--- src/sv/ssg_pkg.sv ---
// Shared types and constants for the stepper segment step generator.
`default_nettype none
package ssg_pkg;

  localparam int LIMIT_WIDTH     = 31;
  localparam int COUNT_WIDTH     = 32;
  localparam int ADD_WIDTH       = 32;
  localparam int CFG_INDEX_WIDTH = 1;

  localparam logic [LIMIT_WIDTH-1:0] MIN_INTERVAL_RESET = 31'd100;
  localparam logic [LIMIT_WIDTH-1:0] MAX_INTERVAL_RESET = 31'h7FFF_FFFF;

  typedef enum logic [CFG_INDEX_WIDTH-1:0] {
    REG_MIN_INTERVAL = 1'b0,
    REG_MAX_INTERVAL = 1'b1
  } cfg_reg_t;

  typedef enum logic {
    CMD_TICK = 1'b0,
    CMD_LOAD = 1'b1
  } cmd_t;

  typedef struct packed {
    cmd_t                   cmd;
    logic [LIMIT_WIDTH-1:0] start_interval;
    logic [COUNT_WIDTH-1:0] step_count;
    logic [ADD_WIDTH-1:0]   interval_add;
    logic                   direction;
  } item_t;

endpackage
`default_nettype wire

--- src/sv/ssg_interval_step.sv ---
// Post-step interval update: signed add, clamp to min/max, saturate to width.
`default_nettype none
module ssg_interval_step #(
  parameter int INTERVAL_WIDTH = 31
) (
  input  wire logic [INTERVAL_WIDTH-1:0]      interval,
  input  wire logic [ssg_pkg::ADD_WIDTH-1:0]  delta,
  input  wire logic [ssg_pkg::LIMIT_WIDTH-1:0] min_limit,
  input  wire logic [ssg_pkg::LIMIT_WIDTH-1:0] max_limit,
  output logic      [INTERVAL_WIDTH-1:0]      result
);

  localparam int SW = ssg_pkg::ADD_WIDTH + 2;
  localparam logic [SW-1:0] TOP = SW'((64'd1 << INTERVAL_WIDTH) - 64'd1);

  logic signed [SW-1:0] sum;
  logic signed [SW-1:0] lo;
  logic signed [SW-1:0] hi;
  logic signed [SW-1:0] after_min;
  logic signed [SW-1:0] after_max;

  // Add in a wide signed word, then clamp min and then max, then saturate to the interval width
  always_comb begin
    sum = $signed({{(SW-INTERVAL_WIDTH){1'b0}}, interval})
        + $signed({{(SW-ssg_pkg::ADD_WIDTH){delta[ssg_pkg::ADD_WIDTH-1]}}, delta});
    lo  = $signed({{(SW-ssg_pkg::LIMIT_WIDTH){1'b0}}, min_limit});
    hi  = $signed({{(SW-ssg_pkg::LIMIT_WIDTH){1'b0}}, max_limit});
    after_min = (sum < lo) ? lo : sum;
    after_max = (after_min > hi) ? hi : after_min;
    if (after_max < $signed(SW'(0))) begin
      result = '0;
    end else if (after_max > $signed(TOP)) begin
      result = TOP[INTERVAL_WIDTH-1:0];
    end else begin
      result = after_max[INTERVAL_WIDTH-1:0];
    end
  end

endmodule
`default_nettype wire

--- src/sv/stepper_segment_step_generator.sv ---
// Top level of the stepper segment step generator.
// Takes one item per clock: a tick (cmd 0) advances the half-period phase
// counter while steps remain, a load (cmd 1) starts a ramp segment when no
// steps remain and its step count is nonzero, and is flagged rejected when
// steps remain. Every item gives exactly one result, which shows the step
// and direction pins, busy and the interval in use after the item. An item
// passes an input register, then one pass of phase compare and interval
// update logic writes the state and the result register, and the block
// sustains one item per clock while the result side keeps taking. The
// min and max interval registers are written through the configuration
// channel, which is always ready.
`default_nettype none
module stepper_segment_step_generator #(
  parameter int INTERVAL_WIDTH = 31
) (
  input  wire logic                                clk,
  input  wire logic                                rst,
  // configuration
  input  wire logic                                cfg_valid,
  output logic                                     cfg_ready,
  input  wire logic [ssg_pkg::CFG_INDEX_WIDTH-1:0] cfg_index,
  input  wire logic [ssg_pkg::LIMIT_WIDTH-1:0]     cfg_data,
  // input items
  input  wire logic                                in_valid,
  output logic                                     in_ready,
  input  wire logic                                cmd,
  input  wire logic [ssg_pkg::LIMIT_WIDTH-1:0]     seg_start_interval,
  input  wire logic [ssg_pkg::COUNT_WIDTH-1:0]     seg_step_count,
  input  wire logic signed [ssg_pkg::ADD_WIDTH-1:0] seg_interval_add,
  input  wire logic                                seg_direction,
  // results
  output logic                                     out_valid,
  input  wire logic                                out_ready,
  output logic                                     step_line,
  output logic                                     direction_line,
  output logic                                     busy_res,
  output logic                                     rejected,
  output logic      [ssg_pkg::LIMIT_WIDTH-1:0]     current_interval
);

  localparam logic [ssg_pkg::LIMIT_WIDTH-1:0] IV_MAX =
    ssg_pkg::LIMIT_WIDTH'((64'd1 << INTERVAL_WIDTH) - 64'd1);

  // configuration registers
  logic [ssg_pkg::LIMIT_WIDTH-1:0] min_interval;
  logic [ssg_pkg::LIMIT_WIDTH-1:0] max_interval;

  // input stage
  logic           s1_valid;
  ssg_pkg::item_t s1_item;
  logic           advance;

  // generator state
  logic                            step_level, step_level_next;
  logic                            dir_level, dir_level_next;
  logic [ssg_pkg::COUNT_WIDTH-1:0] steps_remaining, steps_remaining_next;
  logic [INTERVAL_WIDTH-1:0]       interval_now, interval_now_next;
  logic [ssg_pkg::ADD_WIDTH-1:0]   interval_delta, interval_delta_next;
  logic [INTERVAL_WIDTH-1:0]       phase_ticks, phase_ticks_next;
  logic                            rejected_next;

  logic                      busy;
  logic [INTERVAL_WIDTH:0]   phase_inc;
  logic [INTERVAL_WIDTH-1:0] start_sat;
  logic [INTERVAL_WIDTH-1:0] interval_stepped;

  assign cfg_ready = 1'b1;

  // write configuration registers
  always_ff @(posedge clk) begin
    if (rst) begin
      min_interval <= ssg_pkg::MIN_INTERVAL_RESET;
      max_interval <= ssg_pkg::MAX_INTERVAL_RESET;
    end else if (cfg_valid) begin
      unique case (ssg_pkg::cfg_reg_t'(cfg_index))
        ssg_pkg::REG_MIN_INTERVAL: min_interval <= cfg_data;
        ssg_pkg::REG_MAX_INTERVAL: max_interval <= cfg_data;
        default: ;
      endcase
    end
  end

  // process the held item whenever the result register can take it
  assign advance  = s1_valid && (!out_valid || out_ready);
  assign in_ready = !s1_valid || advance;

  // capture input transfers
  always_ff @(posedge clk) begin
    if (rst) begin
      s1_valid <= 1'b0;
    end else if (in_ready) begin
      s1_valid <= in_valid;
    end
  end

  always_ff @(posedge clk) begin
    if (in_ready && in_valid) begin
      s1_item.cmd            <= ssg_pkg::cmd_t'(cmd);
      s1_item.start_interval <= seg_start_interval;
      s1_item.step_count     <= seg_step_count;
      s1_item.interval_add   <= seg_interval_add;
      s1_item.direction      <= seg_direction;
    end
  end

  ssg_interval_step #(
    .INTERVAL_WIDTH(INTERVAL_WIDTH)
  ) u_interval_step (
    .interval (interval_now),
    .delta    (interval_delta),
    .min_limit(min_interval),
    .max_limit(max_interval),
    .result   (interval_stepped)
  );

  assign busy      = (steps_remaining != '0);
  assign phase_inc = {1'b0, phase_ticks} + (INTERVAL_WIDTH+1)'(1);
  assign start_sat = (s1_item.start_interval > IV_MAX) ? IV_MAX[INTERVAL_WIDTH-1:0]
                                                       : s1_item.start_interval[INTERVAL_WIDTH-1:0];

  // next state: load a segment (or reject the load while busy), or advance the phase on a tick while busy
  always_comb begin
    step_level_next      = step_level;
    dir_level_next       = dir_level;
    steps_remaining_next = steps_remaining;
    interval_now_next    = interval_now;
    interval_delta_next  = interval_delta;
    phase_ticks_next     = phase_ticks;
    rejected_next        = 1'b0;
    if (s1_item.cmd == ssg_pkg::CMD_LOAD) begin
      if (busy) begin
        rejected_next = 1'b1;
      end else if (s1_item.step_count != '0) begin
        interval_now_next    = start_sat;
        steps_remaining_next = s1_item.step_count;
        interval_delta_next  = s1_item.interval_add;
        dir_level_next       = s1_item.direction;
        step_level_next      = 1'b0;
        phase_ticks_next     = '0;
      end
    end else if (busy) begin
      if (phase_inc >= {1'b0, interval_now}) begin
        phase_ticks_next = '0;
        if (!step_level) begin
          step_level_next = 1'b1;
        end else begin
          step_level_next      = 1'b0;
          interval_now_next    = interval_stepped;
          steps_remaining_next = steps_remaining - ssg_pkg::COUNT_WIDTH'(1);
        end
      end else begin
        phase_ticks_next = phase_inc[INTERVAL_WIDTH-1:0];
      end
    end
  end

  // update state once per processed item
  always_ff @(posedge clk) begin
    if (rst) begin
      step_level      <= 1'b0;
      dir_level       <= 1'b0;
      steps_remaining <= '0;
      interval_now    <= '0;
      interval_delta  <= '0;
      phase_ticks     <= '0;
    end else if (advance) begin
      step_level      <= step_level_next;
      dir_level       <= dir_level_next;
      steps_remaining <= steps_remaining_next;
      interval_now    <= interval_now_next;
      interval_delta  <= interval_delta_next;
      phase_ticks     <= phase_ticks_next;
    end
  end

  // result register: hold until the transfer
  always_ff @(posedge clk) begin
    if (rst) begin
      out_valid <= 1'b0;
    end else if (advance) begin
      out_valid <= 1'b1;
    end else if (out_ready) begin
      out_valid <= 1'b0;
    end
  end

  always_ff @(posedge clk) begin
    if (advance) begin
      step_line        <= step_level_next;
      direction_line   <= dir_level_next;
      busy_res         <= (steps_remaining_next != '0);
      rejected         <= rejected_next;
      current_interval <= ssg_pkg::LIMIT_WIDTH'(interval_now_next);
    end
  end

endmodule
`default_nettype wire

--- config.mk ---
export PLATFORM = sky130hd
export DESIGN_NAME = stepper_segment_step_generator
export DESIGN_NICKNAME = d
export VERILOG_FILES = /design/src/sv/ssg_pkg.sv /design/src/sv/ssg_interval_step.sv /design/src/sv/stepper_segment_step_generator.sv
export SDC_FILE = /design/constraint.sdc
export NUM_CORES = 1
export LEC_CHECK = 0
export BUFFER_PORTS_ARGS = -buffer_cell sky130_fd_sc_hd__buf_4
export CAP_MARGIN = 30
export CORE_ASPECT_RATIO = 0.8
export CORE_MARGIN = 4
export CORE_UTILIZATION = 45
export DETAILED_ROUTE_END_ITERATION = 16
export PLACE_DENSITY = 0.71
export SYNTH_ARGS = -nofsm -noshare
export SYNTH_HDL_FRONTEND = slang
export SYNTH_HIERARCHICAL = 1
export SYNTH_SLANG_ARGS = --single-unit
export TNS_END_PERCENT = 10
--- constraint.sdc ---
create_clock -name clk -period 8.95 [get_ports clk]
set_input_delay 0.4475 -clock clk [delete_from_list [all_inputs] [get_ports clk]]
set_output_delay 0.4475 -clock clk [all_outputs]
set_load 0.005 [all_outputs]
==> results.py <==
metrics = {
    "timing": {
        "worst_slack_ps": 336,
        "fmax_mhz": 116,
        "hold_viol": 0,
        "setup_viol": 0,
        "slew_headroom_pct": 36.8,
        "worst_slew_pin_slew_ps": 945,
        "fin_crit_ps": 8610,
        "slew_violations": 0,
        "finClkSkew_ps": 19.1,
        "period_share_pct": 96.3,
    },
    "yosys": {
        "yosysTopAreaCell": "edfxtp_1",
        "synth.most_common_cell": "nand2_1",
        "syn-num-nets": 2384,
        "async_flop_share_pct": 0,
        "yosys.area.top_type_share_pct": 21.6,
        "synthTopCellsByCount": "290 x nand2_1, 215 x a21oi_1, 213 x nor2_1",
        "yosys-top-cells-area": "edfxtp_1 22%, dfxtp_1 21%, ha_1 8.6%",
        "netlist_area_um2": 18400,
        "synthDistinctLibCells": 84,
        "ys_warn_count": 6,
        "yosysSeqAreaShare_pct": 42.4,
        "ys_seq_elements": 324,
        "syn_avg_cell_area_um2": 8.67,
        "synthFlopType": "dfxtp_1",
        "netlist_instances": 2122,
        "synth_edf_count": 132,
    },
    "placed_design": {
        "dp_slack_ps": 56.6,
        "io_buffer_count": 170,
        "dp_hpwl_um": 42500,
        "gp_congestion": 0.955,
        "postPlaceCellArea_um2": 20200,
    },
    "power": {
        "power_density_nw_per_um2": 199,
        "p_leak_nw": 9.14,
        "ir_worst_vdd_v": 0.000145,
    },
    "clock_network": {
        "clkLatencyLatePin_ps": 540,
        "numCtsBuffers": 35,
        "postCtsHoldBufs": 0,
        "root_buffer": "clkbuf_16",
        "clkSinkCount": 324,
        "clk_pin_slew_ps": 70,
        "max-clock-path-buffers": 3,
        "cts_tree": "built",
        "htree_num_levels": 2,
    },
    "die": {
        "coreArea_um2": 39900,
        "ioPinCount": 172,
        "start_util_pct": 46.1,
        "die_w_um": 234,
        "rows": 65,
        "die_area_um2": 44200,
        "die_h_um": 189,
    },
    "drt": {
        "drt-met1-wl_um": 25900,
        "dr_wl_met3_um": 5160,
        "vias": 16800,
        "ant_nets": 0,
        "vias_per_cell": 5.94,
        "drt-total-wl_um": 58400,
        "drcViolationCount": 0,
        "top_layer_used": "met4",
        "drtIter0Drc": 1722,
        "firstDrtPassIters": 8,
        "wl_met2_um": 25400,
        "routedWlPerCell_um": 20.7,
    },
    "finish": {
        "drive_gt1_share_pct": 15.6,
        "fin_nets": 2524,
        "nFillCells": 3616,
        "area_delta_synth_final_pct": 18.0,
        "fin_util_pct": 54.3,
        "stdcell_area_um2": 21700,
    },
    "setup_path": {
        "cp-startpoint": "interval_now[0]",
        "worst-setup-path-type": "register to register",
        "critPathMaxStageDelay_ps": 420,
        "cp-start-kind": "register",
        "cp-end-kind": "register",
        "worstPathRequired_ps": 9410,
        "slowest_stage": "or4_1",
        "cp.arrival_ps": 9070,
        "path_max_fanout": 8,
        "r2r_start": "interval_now[0]",
    },
    "worst_hold_path": {
        "hold_path.class": "primary input to register",
        "hp-start": "seg_step_count[14]",
    },
    "grt": {
        "antenna_found_initial": 0,
        "grt_max_degree": 84,
        "grt_pass1_vias": 16200,
        "grt_pass1_wl_um": 89900,
        "grt_overflow": 0,
        "grtUsageTotal_pct": 25.4,
    },
    "flow_run": {
        "maxCapViolations": 0,
    },
    "status": {
        "run_status": "finished, final reports clean",
    },
}
per-layer routing:
layer / GRT usage (%) / vias up
li1: - / 7897
met1: 36.3 / 7977
met2: 38.6 / 775
met3: 5.24 / 136
met4: 8.29 / 0
met5: 0 / -
layout by cell type (no fill, tap or decap), drive strengths merged, types with 15 or more instances in the layout:
cell / n
nand3: 101
nand2: 291
dfxtp: 192
and3: 17
o22ai: 53
nor3: 33
a211oi: 29
nand4: 36
a21oi: 215
mux2: 19
o21ai: 68
or3: 43
nand2b: 17
clkinv: 15
a21o: 33
xor2: 31
edfxtp: 132
buf: 209
xnor2: 35
ha: 127
nor4: 27
inv: 124
clkbuf: 46
nor2: 213
through the flow:
step	power, mW	hold WS (ps)	TNS [ps]	instances
floorplan	2.40	432	0	2122
global placement	2.75	439	0	2748
detailed placement	2.77	445	0	2753
CTS	4.30	59.3	0	2817
global route	4.51	62.7	-420	2825
finish	4.33	78.0	0	2826
layout make-up:
cell class / count / area, µm² / area share, %
well taps: 536 / 671 / 3.09
clock inverters: 20 / 221 / 1.02
multi-input cells: 1566 / 9780 / 45.0
clock buffers: 44 / 982 / 4.53
inverters: 124 / 465 / 2.14
repair buffers: 211 / 1770 / 8.18
flip-flops and latches: 324 / 7810 / 36.0
diodes: 1 / 2.50 / 0.0115
power by group:
group	internal, mW	switching [mW]
Sequential	1.64	0.0714
Clock	0.901	0.627
Combinational	0.413	0.680
Total	2.95	1.38
state kept, by name, summed over array words and instances (netlist names), 31 cells and up:
register          cells
s1_item              97
max_interval         31
min_interval         31
interval_delta       32
steps_remaining      32
phase_ticks          31
current_interval     31
interval_now         31
worst max-delay path: cells and delay by family (launching register included):
| family | cells | cell delay [ps] |
|---|---|---|
| compound gates | 17 | 3440 |
| simple gates | 9 | 1840 |
| fa+ha+maj | 6 | 1790 |
| buf+inv | 4 | 570 |
| flops | 1 | 380 |
| mux | 1 | 310 |
| xor+xnor | 1 | 190 |
kinds of logic (layout without fill, tap and decap cells):
family | after synthesis | count (layout) | synth area share (%)
other cells | 1 | 2 | 0.0204
fa+ha+maj | 128 | 128 | 8.75
buf+inv | 232 | 399 | 5.05
flops | 324 | 324 | 42.4
simple gates | 841 | 841 | 21.9
mux | 30 | 30 | 1.76
xor+xnor | 66 | 66 | 3.14
compound gates | 500 | 500 | 17.0
path summary, 6_finish.rpt:
kind / slack [ps] / to / cells after the start
max: 340 / interval_now[23] / 38
min: 80 / s1_item[47] / 1
max reg2reg: 340 / interval_now[23] / 38
min reg2reg: 460 / interval_delta[13] / 2
what timing repair did:
action                     in CTS  in global routing
setup buffers                   0                  3
setup endpoints to repair       0                 62
resized for setup               0                 26
(Power assumes the default switching activity.)
